$ cat config.mk
export PLATFORM = sky130hd
export DESIGN_NAME = pixel_class_argmax_softmax_score_unit_flat
export DESIGN_NICKNAME = d
export VERILOG_FILES = /design/src/rtl/core/pcas_pkg.sv /design/src/rtl/core/pcas_if.sv /design/src/rtl/core/pcas_front.sv /design/src/rtl/core/pcas_queue.sv /design/src/rtl/core/pcas_back.sv /design/src/rtl/core/pixel_class_argmax_softmax_score_unit.sv /design/src/flat_wrapper.sv
export SDC_FILE = /design/constraint.sdc
export NUM_CORES = 2
export LEC_CHECK = 0
export BUFFER_PORTS_ARGS = -buffer_cell sky130_fd_sc_hd__buf_2
export CAP_MARGIN = 10
export CORE_MARGIN = 2
export CORE_UTILIZATION = 65
export CTS_BUF_LIST = sky130_fd_sc_hd__clkbuf_8
export DETAILED_ROUTE_END_ITERATION = 10
export GPL_ROUTABILITY_DRIVEN = 0
export HOLD_SLACK_MARGIN = 0.1
export PLACE_DENSITY = 0.79
export SLEW_MARGIN = 15
export SYNTH_ARGS = -nofsm -noshare
export SYNTH_HDL_FRONTEND = slang
export SYNTH_SLANG_ARGS = --single-unit
$ cat constraint.sdc
create_clock -name clk -period 24.9 [get_ports clk]
set_clock_uncertainty 0.05 [all_clocks]
set_input_delay 4.98 -clock clk [delete_from_list [all_inputs] [get_ports clk]]
set_output_delay 4.98 -clock clk [all_outputs]
set_load 0.005 [all_outputs]
$ cat src/rtl/core/pcas_pkg.sv
// Shared types, state codes and exponent tables of the pixel class scoring unit.
`default_nettype none
package pcas_pkg;

	localparam int unsigned Q16_ONE = 65536;
	localparam int unsigned EXP_CUT = 12;

	typedef struct packed {
		logic binary;
		logic last;
	} cmd_flags_t;

	typedef enum logic [1:0] {
		OP_BIN,
		OP_SCALE,
		OP_ADD
	} op_t;

	typedef enum logic [3:0] {
		ST_IDLE,
		ST_PREP,
		ST_EXP1,
		ST_EXP2,
		ST_APPLY,
		ST_FIN,
		ST_DIV,
		ST_RES,
		ST_EMIT
	} state_t;

	typedef enum logic {
		CFG_CLASS_COUNT = 1'b0,
		CFG_THRESHOLD   = 1'b1
	} cfg_reg_t;

	localparam logic [16:0] E_INT [16] = '{
		17'd65536, 17'd24109, 17'd8869, 17'd3263, 17'd1200, 17'd442, 17'd162, 17'd60,
		17'd22, 17'd8, 17'd3, 17'd1, 17'd0, 17'd0, 17'd0, 17'd0};
	localparam logic [16:0] E_HI [16] = '{
		17'd65536, 17'd61565, 17'd57835, 17'd54331, 17'd51040, 17'd47947, 17'd45042,
		17'd42313, 17'd39750, 17'd37341, 17'd35079, 17'd32954, 17'd30957, 17'd29081,
		17'd27319, 17'd25664};
	localparam logic [16:0] E_LO [16] = '{
		17'd65536, 17'd65280, 17'd65026, 17'd64772, 17'd64520, 17'd64268, 17'd64018,
		17'd63768, 17'd63520, 17'd63272, 17'd63025, 17'd62780, 17'd62535, 17'd62291,
		17'd62048, 17'd61806};

endpackage
`default_nettype wire

$ cat src/rtl/core/pcas_if.sv
// Handshake interfaces for the logit, result and configuration channels.
`default_nettype none
interface pcas_logit_if #(parameter int LOGIT_BITS = 16);
	logic valid;
	logic ready;
	logic signed [LOGIT_BITS-1:0] logit;
	modport source (output valid, output logit, input ready);
	modport sink (input valid, input logit, output ready);
endinterface

interface pcas_result_if;
	logic valid;
	logic ready;
	logic [7:0] label;
	logic [15:0] score;
	modport source (output valid, output label, output score, input ready);
	modport sink (input valid, input label, input score, output ready);
endinterface

interface pcas_cfg_if;
	logic valid;
	logic ready;
	logic [0:0] index;
	logic [16:0] data;
	modport source (output valid, output index, output data, input ready);
	modport sink (input valid, input index, input data, output ready);
endinterface
`default_nettype wire

$ cat src/rtl/core/pcas_front.sv
// Front end: tracks the class position and tags each logit as binary or last of a pixel.
`default_nettype none
module pcas_front #(
	parameter int MAX_CLASSES = 256,
	parameter int LOGIT_BITS = 16
) (
	input  wire logic                         clk,
	input  wire logic                         arst_n,
	input  wire logic                         in_valid,
	output logic                              in_ready,
	input  wire logic signed [LOGIT_BITS-1:0] in_logit,
	input  wire logic [8:0]                   class_count,
	output logic                              cmd_valid,
	input  wire logic                         cmd_ready,
	output logic signed [LOGIT_BITS-1:0]      cmd_logit,
	output logic [7:0]                        cmd_index,
	output pcas_pkg::cmd_flags_t              cmd_flags
);
	localparam int POS_W = (MAX_CLASSES > 2) ? $clog2(MAX_CLASSES) : 1;
	localparam int CW = $clog2(MAX_CLASSES + 1) + 10;

	logic [POS_W-1:0] pos_q;
	logic [CW-1:0] cnt;
	logic binary;
	logic last;

	always_comb begin
		if (class_count == 9'd0) begin
			cnt = CW'(1);
		end else if (CW'(class_count) > CW'(MAX_CLASSES)) begin
			cnt = CW'(MAX_CLASSES);
		end else begin
			cnt = CW'(class_count);
		end
		binary = (cnt == CW'(1));
		last = binary || ((CW'(pos_q) + CW'(1)) >= cnt);
	end

	assign in_ready = cmd_ready;
	assign cmd_valid = in_valid;
	assign cmd_logit = in_logit;
	assign cmd_index = 8'(pos_q);
	assign cmd_flags = '{binary: binary, last: last};

	always_ff @(posedge clk or negedge arst_n) begin
		if (!arst_n) begin
			pos_q <= '0;
		end else if (in_valid && cmd_ready) begin
			if (last) begin
				pos_q <= '0;
			end else begin
				pos_q <= pos_q + POS_W'(1);
			end
		end
	end
endmodule
`default_nettype wire

$ cat src/rtl/core/pcas_queue.sv
// Small register queue between the front end and the arithmetic back end.
`default_nettype none
module pcas_queue #(
	parameter int WIDTH = 8,
	parameter int DEPTH = 4
) (
	input  wire logic             clk,
	input  wire logic             arst_n,
	input  wire logic             push_valid,
	output logic                  push_ready,
	input  wire logic [WIDTH-1:0] push_data,
	output logic                  pop_valid,
	input  wire logic             pop_ready,
	output logic [WIDTH-1:0]      pop_data
);
	localparam int PW = (DEPTH > 2) ? $clog2(DEPTH) : 1;

	logic [WIDTH-1:0] mem_q [DEPTH];
	logic [PW-1:0] wr_q;
	logic [PW-1:0] rd_q;
	logic [PW:0] count_q;
	logic push;
	logic pop;

	assign push_ready = (count_q != (PW+1)'(DEPTH));
	assign pop_valid = (count_q != '0);
	assign pop_data = mem_q[rd_q];
	assign push = push_valid && push_ready;
	assign pop = pop_valid && pop_ready;

	always_ff @(posedge clk) begin
		if (push) begin
			mem_q[wr_q] <= push_data;
		end
	end

	always_ff @(posedge clk or negedge arst_n) begin
		if (!arst_n) begin
			wr_q <= '0;
			rd_q <= '0;
			count_q <= '0;
		end else begin
			if (push) begin
				wr_q <= (wr_q == PW'(DEPTH - 1)) ? '0 : wr_q + PW'(1);
			end
			if (pop) begin
				rd_q <= (rd_q == PW'(DEPTH - 1)) ? '0 : rd_q + PW'(1);
			end
			if (push && !pop) begin
				count_q <= count_q + (PW+1)'(1);
			end else if (pop && !push) begin
				count_q <= count_q - (PW+1)'(1);
			end
		end
	end
endmodule
`default_nettype wire

$ cat src/rtl/core/pcas_back.sv
// Back end: exponent, rescaled softmax sum, bit-serial division and result register.
`default_nettype none
module pcas_back #(
	parameter int MAX_CLASSES = 256,
	parameter int LOGIT_BITS = 16
) (
	input  wire logic                         clk,
	input  wire logic                         arst_n,
	input  wire logic                         cmd_valid,
	output logic                              cmd_ready,
	input  wire logic signed [LOGIT_BITS-1:0] cmd_logit,
	input  wire logic [7:0]                   cmd_index,
	input  wire pcas_pkg::cmd_flags_t         cmd_flags,
	input  wire logic [16:0]                  threshold,
	output logic                              res_valid,
	input  wire logic                         res_ready,
	output logic [7:0]                        res_label,
	output logic [15:0]                       res_score
);
	localparam int L = LOGIT_BITS;
	localparam int SW = 17 + $clog2(MAX_CLASSES);
	localparam logic [L-1:0] INVALID = {1'b1, {(L-1){1'b0}}};

	pcas_pkg::state_t state_q, state_d;
	pcas_pkg::op_t op_q;
	pcas_pkg::cmd_flags_t flags_q;
	logic signed [L-1:0] v_q;
	logic [7:0] idx_q;
	logic signed [L-1:0] max_q;
	logic [7:0] best_q;
	logic [SW-1:0] sum_q;
	logic [L-1:0] u_q;
	logic [16:0] r1_q;
	logic [16:0] e_q;
	logic [32:0] num_q;
	logic [SW-1:0] den_q;
	logic [SW-1:0] rem_q;
	logic [16:0] quo_q;
	logic [4:0] div_cnt_q;
	logic [7:0] pend_class_q;
	logic [15:0] pend_score_q;
	logic out_valid_q;
	logic [7:0] out_class_q;
	logic [15:0] out_score_q;

	logic v_ok;
	logic v_gt;
	logic [L:0] diff_up;
	logic [L:0] diff_dn;
	logic [L-1:0] abs_v;
	logic [3:0] n4;
	logic exp_zero;
	logic [33:0] prod1;
	logic [33:0] prod2;
	logic [16:0] r1;
	logic [16:0] e_next;
	logic [SW+16:0] prod3;
	logic [SW-1:0] sum_scaled;
	logic [17:0] d_bin;
	logic [32:0] num_bin;
	logic [32:0] num_mc;
	logic [SW:0] trial;
	logic trial_ge;
	logic [16:0] one_minus;
	logic emit;

	always_comb begin
		v_ok = (v_q != INVALID);
		v_gt = (v_q > max_q);
		diff_up = (L+1)'(v_q) - (L+1)'(max_q);
		diff_dn = (L+1)'(max_q) - (L+1)'(v_q);
		abs_v = v_q[L-1] ? L'(-v_q) : L'(v_q);
		n4 = 4'(u_q >> 8);
		exp_zero = ((u_q >> 8) >= L'(pcas_pkg::EXP_CUT));
		prod1 = 34'(pcas_pkg::E_INT[n4]) * 34'(pcas_pkg::E_HI[u_q[7:4]]);
		r1 = 17'((prod1 + 34'd32768) >> 16);
		prod2 = 34'(r1_q) * 34'(pcas_pkg::E_LO[u_q[3:0]]);
		e_next = exp_zero ? 17'd0 : 17'((prod2 + 34'd32768) >> 16);
		prod3 = (SW+17)'(sum_q) * (SW+17)'(e_q);
		sum_scaled = SW'((prod3 + (SW+17)'(32768)) >> 16) + SW'(pcas_pkg::Q16_ONE);
		d_bin = 18'(e_q) + 18'(pcas_pkg::Q16_ONE);
		num_bin = (v_q[L-1] ? {e_q, 16'd0} : 33'h1_0000_0000) + 33'(d_bin >> 1);
		num_mc = 33'h1_0000_0000 + 33'(sum_q >> 1);
		trial = {rem_q, num_q[16]};
		trial_ge = (trial >= {1'b0, den_q});
		one_minus = 17'(pcas_pkg::Q16_ONE) - quo_q;
		emit = !out_valid_q || res_ready;
	end

	always_comb begin
		state_d = state_q;
		cmd_ready = 1'b0;
		unique case (state_q)
			pcas_pkg::ST_IDLE: begin
				cmd_ready = 1'b1;
				if (cmd_valid) begin
					state_d = pcas_pkg::ST_PREP;
				end
			end
			pcas_pkg::ST_PREP: begin
				if (flags_q.binary) begin
					state_d = v_ok ? pcas_pkg::ST_EXP1 : pcas_pkg::ST_EMIT;
				end else if (v_ok && !(v_gt && sum_q == '0)) begin
					state_d = pcas_pkg::ST_EXP1;
				end else begin
					state_d = pcas_pkg::ST_FIN;
				end
			end
			pcas_pkg::ST_EXP1: state_d = pcas_pkg::ST_EXP2;
			pcas_pkg::ST_EXP2: state_d = pcas_pkg::ST_APPLY;
			pcas_pkg::ST_APPLY: begin
				state_d = (op_q == pcas_pkg::OP_BIN) ? pcas_pkg::ST_DIV : pcas_pkg::ST_FIN;
			end
			pcas_pkg::ST_FIN: begin
				if (!flags_q.last) begin
					state_d = pcas_pkg::ST_IDLE;
				end else if (max_q == INVALID || sum_q == '0) begin
					state_d = pcas_pkg::ST_EMIT;
				end else begin
					state_d = pcas_pkg::ST_DIV;
				end
			end
			pcas_pkg::ST_DIV: begin
				if (div_cnt_q == 5'd16) begin
					state_d = pcas_pkg::ST_RES;
				end
			end
			pcas_pkg::ST_RES: state_d = pcas_pkg::ST_EMIT;
			pcas_pkg::ST_EMIT: begin
				if (emit) begin
					state_d = pcas_pkg::ST_IDLE;
				end
			end
			default: state_d = pcas_pkg::ST_IDLE;
		endcase
	end

	always_ff @(posedge clk or negedge arst_n) begin
		if (!arst_n) begin
			state_q <= pcas_pkg::ST_IDLE;
		end else begin
			state_q <= state_d;
		end
	end

	always_ff @(posedge clk or negedge arst_n) begin
		if (!arst_n) begin
			max_q <= INVALID;
			best_q <= '0;
			sum_q <= '0;
			out_valid_q <= 1'b0;
		end else begin
			if (state_q == pcas_pkg::ST_EMIT && emit) begin
				out_valid_q <= 1'b1;
			end else if (res_ready) begin
				out_valid_q <= 1'b0;
			end
			unique case (state_q)
				pcas_pkg::ST_PREP: begin
					if (flags_q.binary) begin
						max_q <= INVALID;
						best_q <= '0;
						sum_q <= '0;
					end else if (v_ok && v_gt && sum_q == '0) begin
						sum_q <= SW'(pcas_pkg::Q16_ONE);
						max_q <= v_q;
						best_q <= idx_q;
					end
				end
				pcas_pkg::ST_APPLY: begin
					if (op_q == pcas_pkg::OP_SCALE) begin
						sum_q <= sum_scaled;
						max_q <= v_q;
						best_q <= idx_q;
					end else if (op_q == pcas_pkg::OP_ADD) begin
						sum_q <= sum_q + SW'(e_q);
					end
				end
				pcas_pkg::ST_FIN: begin
					if (flags_q.last) begin
						max_q <= INVALID;
						best_q <= '0;
						sum_q <= '0;
					end
				end
				default: begin
				end
			endcase
		end
	end

	always_ff @(posedge clk) begin
		unique case (state_q)
			pcas_pkg::ST_IDLE: begin
				if (cmd_valid) begin
					v_q <= cmd_logit;
					idx_q <= cmd_index;
					flags_q <= cmd_flags;
				end
			end
			pcas_pkg::ST_PREP: begin
				pend_class_q <= '0;
				pend_score_q <= '0;
				if (flags_q.binary) begin
					u_q <= abs_v;
					op_q <= pcas_pkg::OP_BIN;
				end else if (v_gt) begin
					u_q <= L'(diff_up);
					op_q <= pcas_pkg::OP_SCALE;
				end else begin
					u_q <= L'(diff_dn);
					op_q <= pcas_pkg::OP_ADD;
				end
			end
			pcas_pkg::ST_EXP1: r1_q <= r1;
			pcas_pkg::ST_EXP2: e_q <= e_next;
			pcas_pkg::ST_APPLY: begin
				num_q <= num_bin;
				den_q <= SW'(d_bin);
				rem_q <= SW'(num_bin[32:17]);
				quo_q <= '0;
				div_cnt_q <= '0;
			end
			pcas_pkg::ST_FIN: begin
				pend_class_q <= best_q;
				pend_score_q <= '0;
				num_q <= num_mc;
				den_q <= sum_q;
				rem_q <= SW'(num_mc[32:17]);
				quo_q <= '0;
				div_cnt_q <= '0;
			end
			pcas_pkg::ST_DIV: begin
				num_q <= num_q << 1;
				rem_q <= trial_ge ? SW'(trial - {1'b0, den_q}) : SW'(trial);
				quo_q <= {quo_q[15:0], trial_ge};
				div_cnt_q <= div_cnt_q + 5'd1;
			end
			pcas_pkg::ST_RES: begin
				if (op_q == pcas_pkg::OP_BIN && quo_q < threshold) begin
					pend_class_q <= 8'd0;
					pend_score_q <= one_minus[16] ? 16'hFFFF : one_minus[15:0];
				end else begin
					pend_class_q <= (op_q == pcas_pkg::OP_BIN) ? 8'd1 : pend_class_q;
					pend_score_q <= quo_q[16] ? 16'hFFFF : quo_q[15:0];
				end
			end
			pcas_pkg::ST_EMIT: begin
				if (emit) begin
					out_class_q <= pend_class_q;
					out_score_q <= pend_score_q;
				end
			end
			default: begin
			end
		endcase
	end

	assign res_valid = out_valid_q;
	assign res_label = out_class_q;
	assign res_score = out_score_q;

	a_sum_live: assert property (@(posedge clk) disable iff (!arst_n)
		(max_q != INVALID) |-> (sum_q != '0))
		else $error("softmax sum is empty while a maximum is held");
	a_div_bound: assert property (@(posedge clk) disable iff (!arst_n)
		(state_q == pcas_pkg::ST_DIV) |-> (div_cnt_q <= 5'd16))
		else $error("divider ran past its last quotient bit");
	a_fin_last: assert property (@(posedge clk) disable iff (!arst_n)
		(state_q == pcas_pkg::ST_FIN && flags_q.last) |=>
		(state_q == pcas_pkg::ST_DIV || state_q == pcas_pkg::ST_EMIT))
		else $error("last class of a pixel did not lead to a result");
	a_fin_clear: assert property (@(posedge clk) disable iff (!arst_n)
		(state_q == pcas_pkg::ST_FIN && flags_q.last) |=> (sum_q == '0))
		else $error("pixel state not cleared after its last class");
endmodule
`default_nettype wire

$ cat src/rtl/core/pixel_class_argmax_softmax_score_unit.sv
// Top level of the per-pixel argmax unit with softmax or sigmoid confidence.
//
//  Channel  Role   Request contents
//  logits   sink   logit (signed Q8.8), one per class, in class order
//  results  source label, score (Q0.16), one per pixel
//  cfg      sink   index 0 class_count, index 1 foreground threshold; always ready
//
// A logit goes through accept, prepare, two exponent multiplies, sum update and close-out;
// an invalid logit or the first valid one of a pixel goes from prepare to close-out. The
// last class of a pixel adds divider steps, rounding and result load, or only the result
// load if no logit was valid; a binary item skips close-out, an invalid one goes to result load.
// A four-entry queue lets the front end keep accepting logits while the back end works,
// and the back end stalls only while the result register is full.
// Reset clears the pixel state and sets class_count to 2 and the threshold to 32768.
`default_nettype none
module pixel_class_argmax_softmax_score_unit #(
	parameter int MAX_CLASSES = 256,
	parameter int LOGIT_BITS = 16
) (
	input wire logic   clk,
	input wire logic   arst_n,
	pcas_logit_if.sink logits,
	pcas_result_if.source results,
	pcas_cfg_if.sink   cfg
);
	localparam int QW = LOGIT_BITS + 10;
	localparam int QDEPTH = 4;

	logic [8:0] class_count_q;
	logic [16:0] threshold_q;

	logic f_valid;
	logic f_ready;
	logic signed [LOGIT_BITS-1:0] f_logit;
	logic [7:0] f_index;
	pcas_pkg::cmd_flags_t f_flags;

	logic b_valid;
	logic b_ready;
	logic [QW-1:0] b_data;
	pcas_pkg::cmd_flags_t b_flags;

	assign cfg.ready = 1'b1;

	always_ff @(posedge clk or negedge arst_n) begin
		if (!arst_n) begin
			class_count_q <= 9'd2;
			threshold_q <= 17'd32768;
		end else if (cfg.valid) begin
			unique case (pcas_pkg::cfg_reg_t'(cfg.index))
				pcas_pkg::CFG_CLASS_COUNT: class_count_q <= cfg.data[8:0];
				pcas_pkg::CFG_THRESHOLD:   threshold_q <= cfg.data;
				default: begin
				end
			endcase
		end
	end

	pcas_front #(
		.MAX_CLASSES(MAX_CLASSES),
		.LOGIT_BITS(LOGIT_BITS)
	) u_front (
		.clk(clk),
		.arst_n(arst_n),
		.in_valid(logits.valid),
		.in_ready(logits.ready),
		.in_logit(logits.logit),
		.class_count(class_count_q),
		.cmd_valid(f_valid),
		.cmd_ready(f_ready),
		.cmd_logit(f_logit),
		.cmd_index(f_index),
		.cmd_flags(f_flags)
	);

	pcas_queue #(
		.WIDTH(QW),
		.DEPTH(QDEPTH)
	) u_queue (
		.clk(clk),
		.arst_n(arst_n),
		.push_valid(f_valid),
		.push_ready(f_ready),
		.push_data({f_logit, f_index, f_flags}),
		.pop_valid(b_valid),
		.pop_ready(b_ready),
		.pop_data(b_data)
	);

	assign b_flags = pcas_pkg::cmd_flags_t'(b_data[1:0]);

	pcas_back #(
		.MAX_CLASSES(MAX_CLASSES),
		.LOGIT_BITS(LOGIT_BITS)
	) u_back (
		.clk(clk),
		.arst_n(arst_n),
		.cmd_valid(b_valid),
		.cmd_ready(b_ready),
		.cmd_logit(b_data[QW-1:10]),
		.cmd_index(b_data[9:2]),
		.cmd_flags(b_flags),
		.threshold(threshold_q),
		.res_valid(results.valid),
		.res_ready(results.ready),
		.res_label(results.label),
		.res_score(results.score)
	);
endmodule
`default_nettype wire

$ cat src/flat_wrapper.sv
// flat-port wrapper written by rule: the top's interface ports become plain ports
module pixel_class_argmax_softmax_score_unit_flat 
#(
	parameter int MAX_CLASSES = 256,
	parameter int LOGIT_BITS = 16
)
  (clk, arst_n, logits_valid, logits_logit, logits_ready, results_valid, results_label, results_score, results_ready, cfg_valid, cfg_index, cfg_data, cfg_ready);
  pcas_logit_if #(.LOGIT_BITS(LOGIT_BITS)) logits_i ();
  pcas_result_if results_i ();
  pcas_cfg_if cfg_i ();
  input wire logic clk;
  input wire logic arst_n;
  input wire logic [$bits(logits_i.valid)-1:0] logits_valid;
  input wire logic [$bits(logits_i.logit)-1:0] logits_logit;
  output wire logic [$bits(logits_i.ready)-1:0] logits_ready;
  output wire logic [$bits(results_i.valid)-1:0] results_valid;
  output wire logic [$bits(results_i.label)-1:0] results_label;
  output wire logic [$bits(results_i.score)-1:0] results_score;
  input wire logic [$bits(results_i.ready)-1:0] results_ready;
  input wire logic [$bits(cfg_i.valid)-1:0] cfg_valid;
  input wire logic [$bits(cfg_i.index)-1:0] cfg_index;
  input wire logic [$bits(cfg_i.data)-1:0] cfg_data;
  output wire logic [$bits(cfg_i.ready)-1:0] cfg_ready;
  assign logits_i.valid = logits_valid;
  assign logits_i.logit = logits_logit;
  assign logits_ready = logits_i.ready;
  assign results_valid = results_i.valid;
  assign results_label = results_i.label;
  assign results_score = results_i.score;
  assign results_i.ready = results_ready;
  assign cfg_i.valid = cfg_valid;
  assign cfg_i.index = cfg_index;
  assign cfg_i.data = cfg_data;
  assign cfg_ready = cfg_i.ready;
  pixel_class_argmax_softmax_score_unit #(.MAX_CLASSES(MAX_CLASSES), .LOGIT_BITS(LOGIT_BITS)) u_core (.clk(clk), .arst_n(arst_n), .logits(logits_i), .results(results_i), .cfg(cfg_i));
endmodule
==> reports/qor.yml <==
placed_design:
  io_buffers: 64
  place_ws_ps: 16000
  dp_hpwl_um: 95200
finish:
  layout_commonest_cell: "inv_1"
  syn_to_final_growth_pct: 5.45
  final_cell_mix: "inv_1 (1071), fa_1 (744), nand2_1 (726)"
  drive_gt1_share_pct: 6.02
  n_fill_cell: 5949
  fin_nets: 6757
  final_util_pct: 69.0
run:
  maxCapViolCount: 0
detailed_routing:
  drtIter0Drc: 3050
  ant_nets: 0
  wl_per_cell_um: 19.2
  routed_wl_um: 126000
  route.met3.wl_um: 10600
  drc: 0
  met2_length_um: 60500
  wl_met1_um: 50400
  dr_total_vias: 38500
  dr.pass1.iters: 6
  avgViaCountPerCell: 5.85
  routed.top_layer: "met5"
logic_synthesis:
  syn_nets: 6792
  synth_top_family_by_area: "adder cells"
  synth_compound_area_share_pct: 7.28
  synth_adder_area_share_pct: 40.8
  syn-cell-area_sq_um: 52500
  ys_seq_area_share_pct: 22.8
  postSynthCellCount: 5488
  synth_area_per_cell_sq_um: 9.57
  ys_warn_count: 0
  yosysUniqueCellTypes: 76
  ys_ff_latch: 414
  async_flop_share_pct: 22.9
  yosys.area_share.xor_xnor_pct: 2.72
  yosys_most_used_dff: "edfxtp_1"
  synth_enable_flop_cells: 319
  yosys.area_share.simple_pct: 14.6
  synthMuxAreaShare_pct: 2.60
floorplanning:
  core_sq_um: 80300
  die_h_um: 288
  die_w_um: 288
  ios: 66
  rows: 104
  dieArea_sq_um: 83100
  start_util_pct: 65.4
min_path:
  hp-class: "reg -> reg"
  worstHoldStart: "u_core.u_back.pend_class_q[5]"
worst_setup_path:
  crit_fanout: 21
  critical_path_buf_inv_count: 3
  setup.worst_path.start_class: "flop"
  critPathMaxStageDelay_ps: 760
  crit_type: "reg -> reg"
  cp_common_cell: "fa_1"
  arrival_ps: 9390
  crit_required_ps: 25280
  crit_family: "adder cells"
  end_kind: "flop"
  r2r-start: "u_core.u_back.u_q[0]"
  startpoint: "u_core.u_back.u_q[0]"
  cpMaxStageDelayCell: "edfxtp_1"
timing:
  hold_viol: 0
  slew_violations: 0
  fin_crit_ps: 9010
  worst_slew_pin_slew_ps: 1150
  grt_setup_unrepaired: "no"
  setup_ws_ps: 15890
  setup_violations: 0
  min_period_over_period_pct: 36.2
  tns_ps: 0
  max_freq_ghz: 0.111
  relSlewSlack_pct: 23.1
grt:
  grt_max_degree: 51
  grt-ovfl-total: 0
  grt_usage_pct: 31.7
  grt_pass1_wl_um: 208000
  antenna_found_initial: 4
  grt_pass1_vias: 40400
clocking:
  clk_pin_slew_ps: 60
  clk_latency_ps: 700
  cts_root_buffer: "clkbuf_8"
  cts_made_buffers: 73
  cts.path.max_buffers: 3
  hold_buffers: 0
  cts_tree: "built"
  htreeDepth: 3
  cts.sinks: 414
  cts_setup_buffers: 0
  post_cts_resized: 0
outcome:
  status: "finished clean"
## per-layer routing
metal  global-route usage [%]  vias to the layer above
li1                         -                    17400
met1                     42.2                    19100
met2                     52.5                     1626
met3                     5.82                      366
met4                     11.4                        4
met5                        0                        -
## worst register-to-register path, cell delays in order (launching register included)
cell and delay, ps:
edfxtp_1 760, inv_1 220, ha_1 570, nand2b_1 250, a31oi_1 700, buf_4 320
nand2_1 100, fa_1 530, fa_1 570, fa_1 450, fa_1 550, inv_1 50
fa_1 490, fa_1 420, ha_1 300, and4_1 180, o21ai_0 120, or2_2 300
o22a_1 230, o21ai_0 520, nand4_1 200, a31oi_1 270, o31a_1 260, a31oi_1 130
xnor2_1 170, nor2_1 50
## cell type report
cell class / count / area, sq um / share of cell area [%]
Inverter: 1052 / 3950 / 7.13
Multi-Input combinational cell: 3784 / 35800 / 64.6
Tap cell: 1060 / 1330 / 2.39
Sequential cell: 414 / 12000 / 21.6
Clock inverter: 56 / 462 / 0.834
Timing Repair Buffer: 128 / 803 / 1.45
Antenna cell: 4 / 10.0 / 0.0181
Clock buffer: 79 / 1090 / 1.96
## sequential cells by signal, indices dropped and copies added, names as in the netlist, 8 cells and up
name and flops:
u_core.class_count_q 9, u_core.threshold_q 17, u_core.u_back.best_q 8, u_core.u_back.den_q 25, u_core.u_back.e_q 17, u_core.u_back.idx_q 8
u_core.u_back.max_q 16, u_core.u_back.num_q 17, u_core.u_back.pend_class_q 8, u_core.u_back.pend_score_q 16, u_core.u_back.quo_q 17, u_core.u_back.r1_q 17
u_core.u_back.rem_q 25, u_core.u_back.res_label 8, u_core.u_back.res_score 16, u_core.u_back.sum_q 25, u_core.u_back.u_q 16, u_core.u_back.v_q 16
u_core.u_front.cmd_index 8, u_core.u_queue.mem_q 104
## cell usage after synthesis (5+ instances only)
master     count  area share [%]
dfrtp_1       92             4.4
a31oi_1       33            0.39
o31ai_1       16            0.23
or3_4          5            0.11
and3_1        73            0.87
or3_1         15            0.18
clkbuf_1     215             1.5
o21bai_1      15            0.21
a221oi_1       6            0.10
a211oi_1      10            0.14
xnor2_1       98             1.6
buf_2          5           0.048
nor2b_1       39            0.46
nand3_1       78            0.74
a211o_1        8            0.13
nor2_1       291             2.1
mux4_2        26             1.1
nor4_1        21            0.25
nand4_1       28            0.33
o21ai_1       10           0.095
nor3_1        36            0.34
o221ai_1       8            0.13
ha_1         521              12
buf_1         17            0.12
mux2i_1       42            0.80
o41ai_1        5           0.083
a2111oi_0      7            0.12
o211ai_1      13            0.19
fa_1         744              28
mux2_2        32            0.69
o21a_1        33            0.47
xor2_1        65             1.1
and4_1         9            0.15
edfxtp_1     319              18
or2_2         10            0.12
and2_1       252             3.0
inv_1       1051             7.5
nand2b_1      39            0.46
a21o_1        62            0.89
o2111ai_1      5           0.083
a21boi_0       7            0.10
o22ai_1       12            0.14
nand2_1      726             5.2
o21ai_0      150             1.4
a21oi_1      177             1.7
## logic make-up after synthesis
kind of cell / count (synthesis)
AO/OA/AOI/OAI: 615
XOR/XNOR: 163
adder cells (fa/ha/maj): 1265
buffers and inverters: 1290
flip-flops: 414
multiplexers: 100
other: 1
AND/OR/NAND/NOR: 1640
## final timing paths
| check | endpoint | slack (ps) | cells after the start |
|---|---|---|---|
| max in group asynchronous | u_core.u_queue.rd_q[0] | 19280 | 2 |
| worst max-delay path | u_core.u_back.e_q[16] | 15890 | 25 |
| worst max register to register | u_core.u_back.e_q[16] | 15890 | 25 |
| worst min register to register | u_core.u_back.res_label[5] | 340 | 0 |
| min in group asynchronous | u_core.u_back.max_q[3] | 4280 | 1 |
| worst min-delay path | u_core.u_back.res_label[5] | 340 | 0 |
## through the flow
stage          cells  cell area, sq um  hold slack [ps]
5_1_grt         6575             55400              336
3_5_place_dp    6438             53800              355
6_report        6577             55400              344
3_3_place_gp    6438             53800              352
2_1_floorplan   5488             52500              350
4_1_cts         6573             55300              334
Power is left out: the tool's default activity adds up to more than one toggle a clock period on the data nets, which glitch-free logic cannot reach.
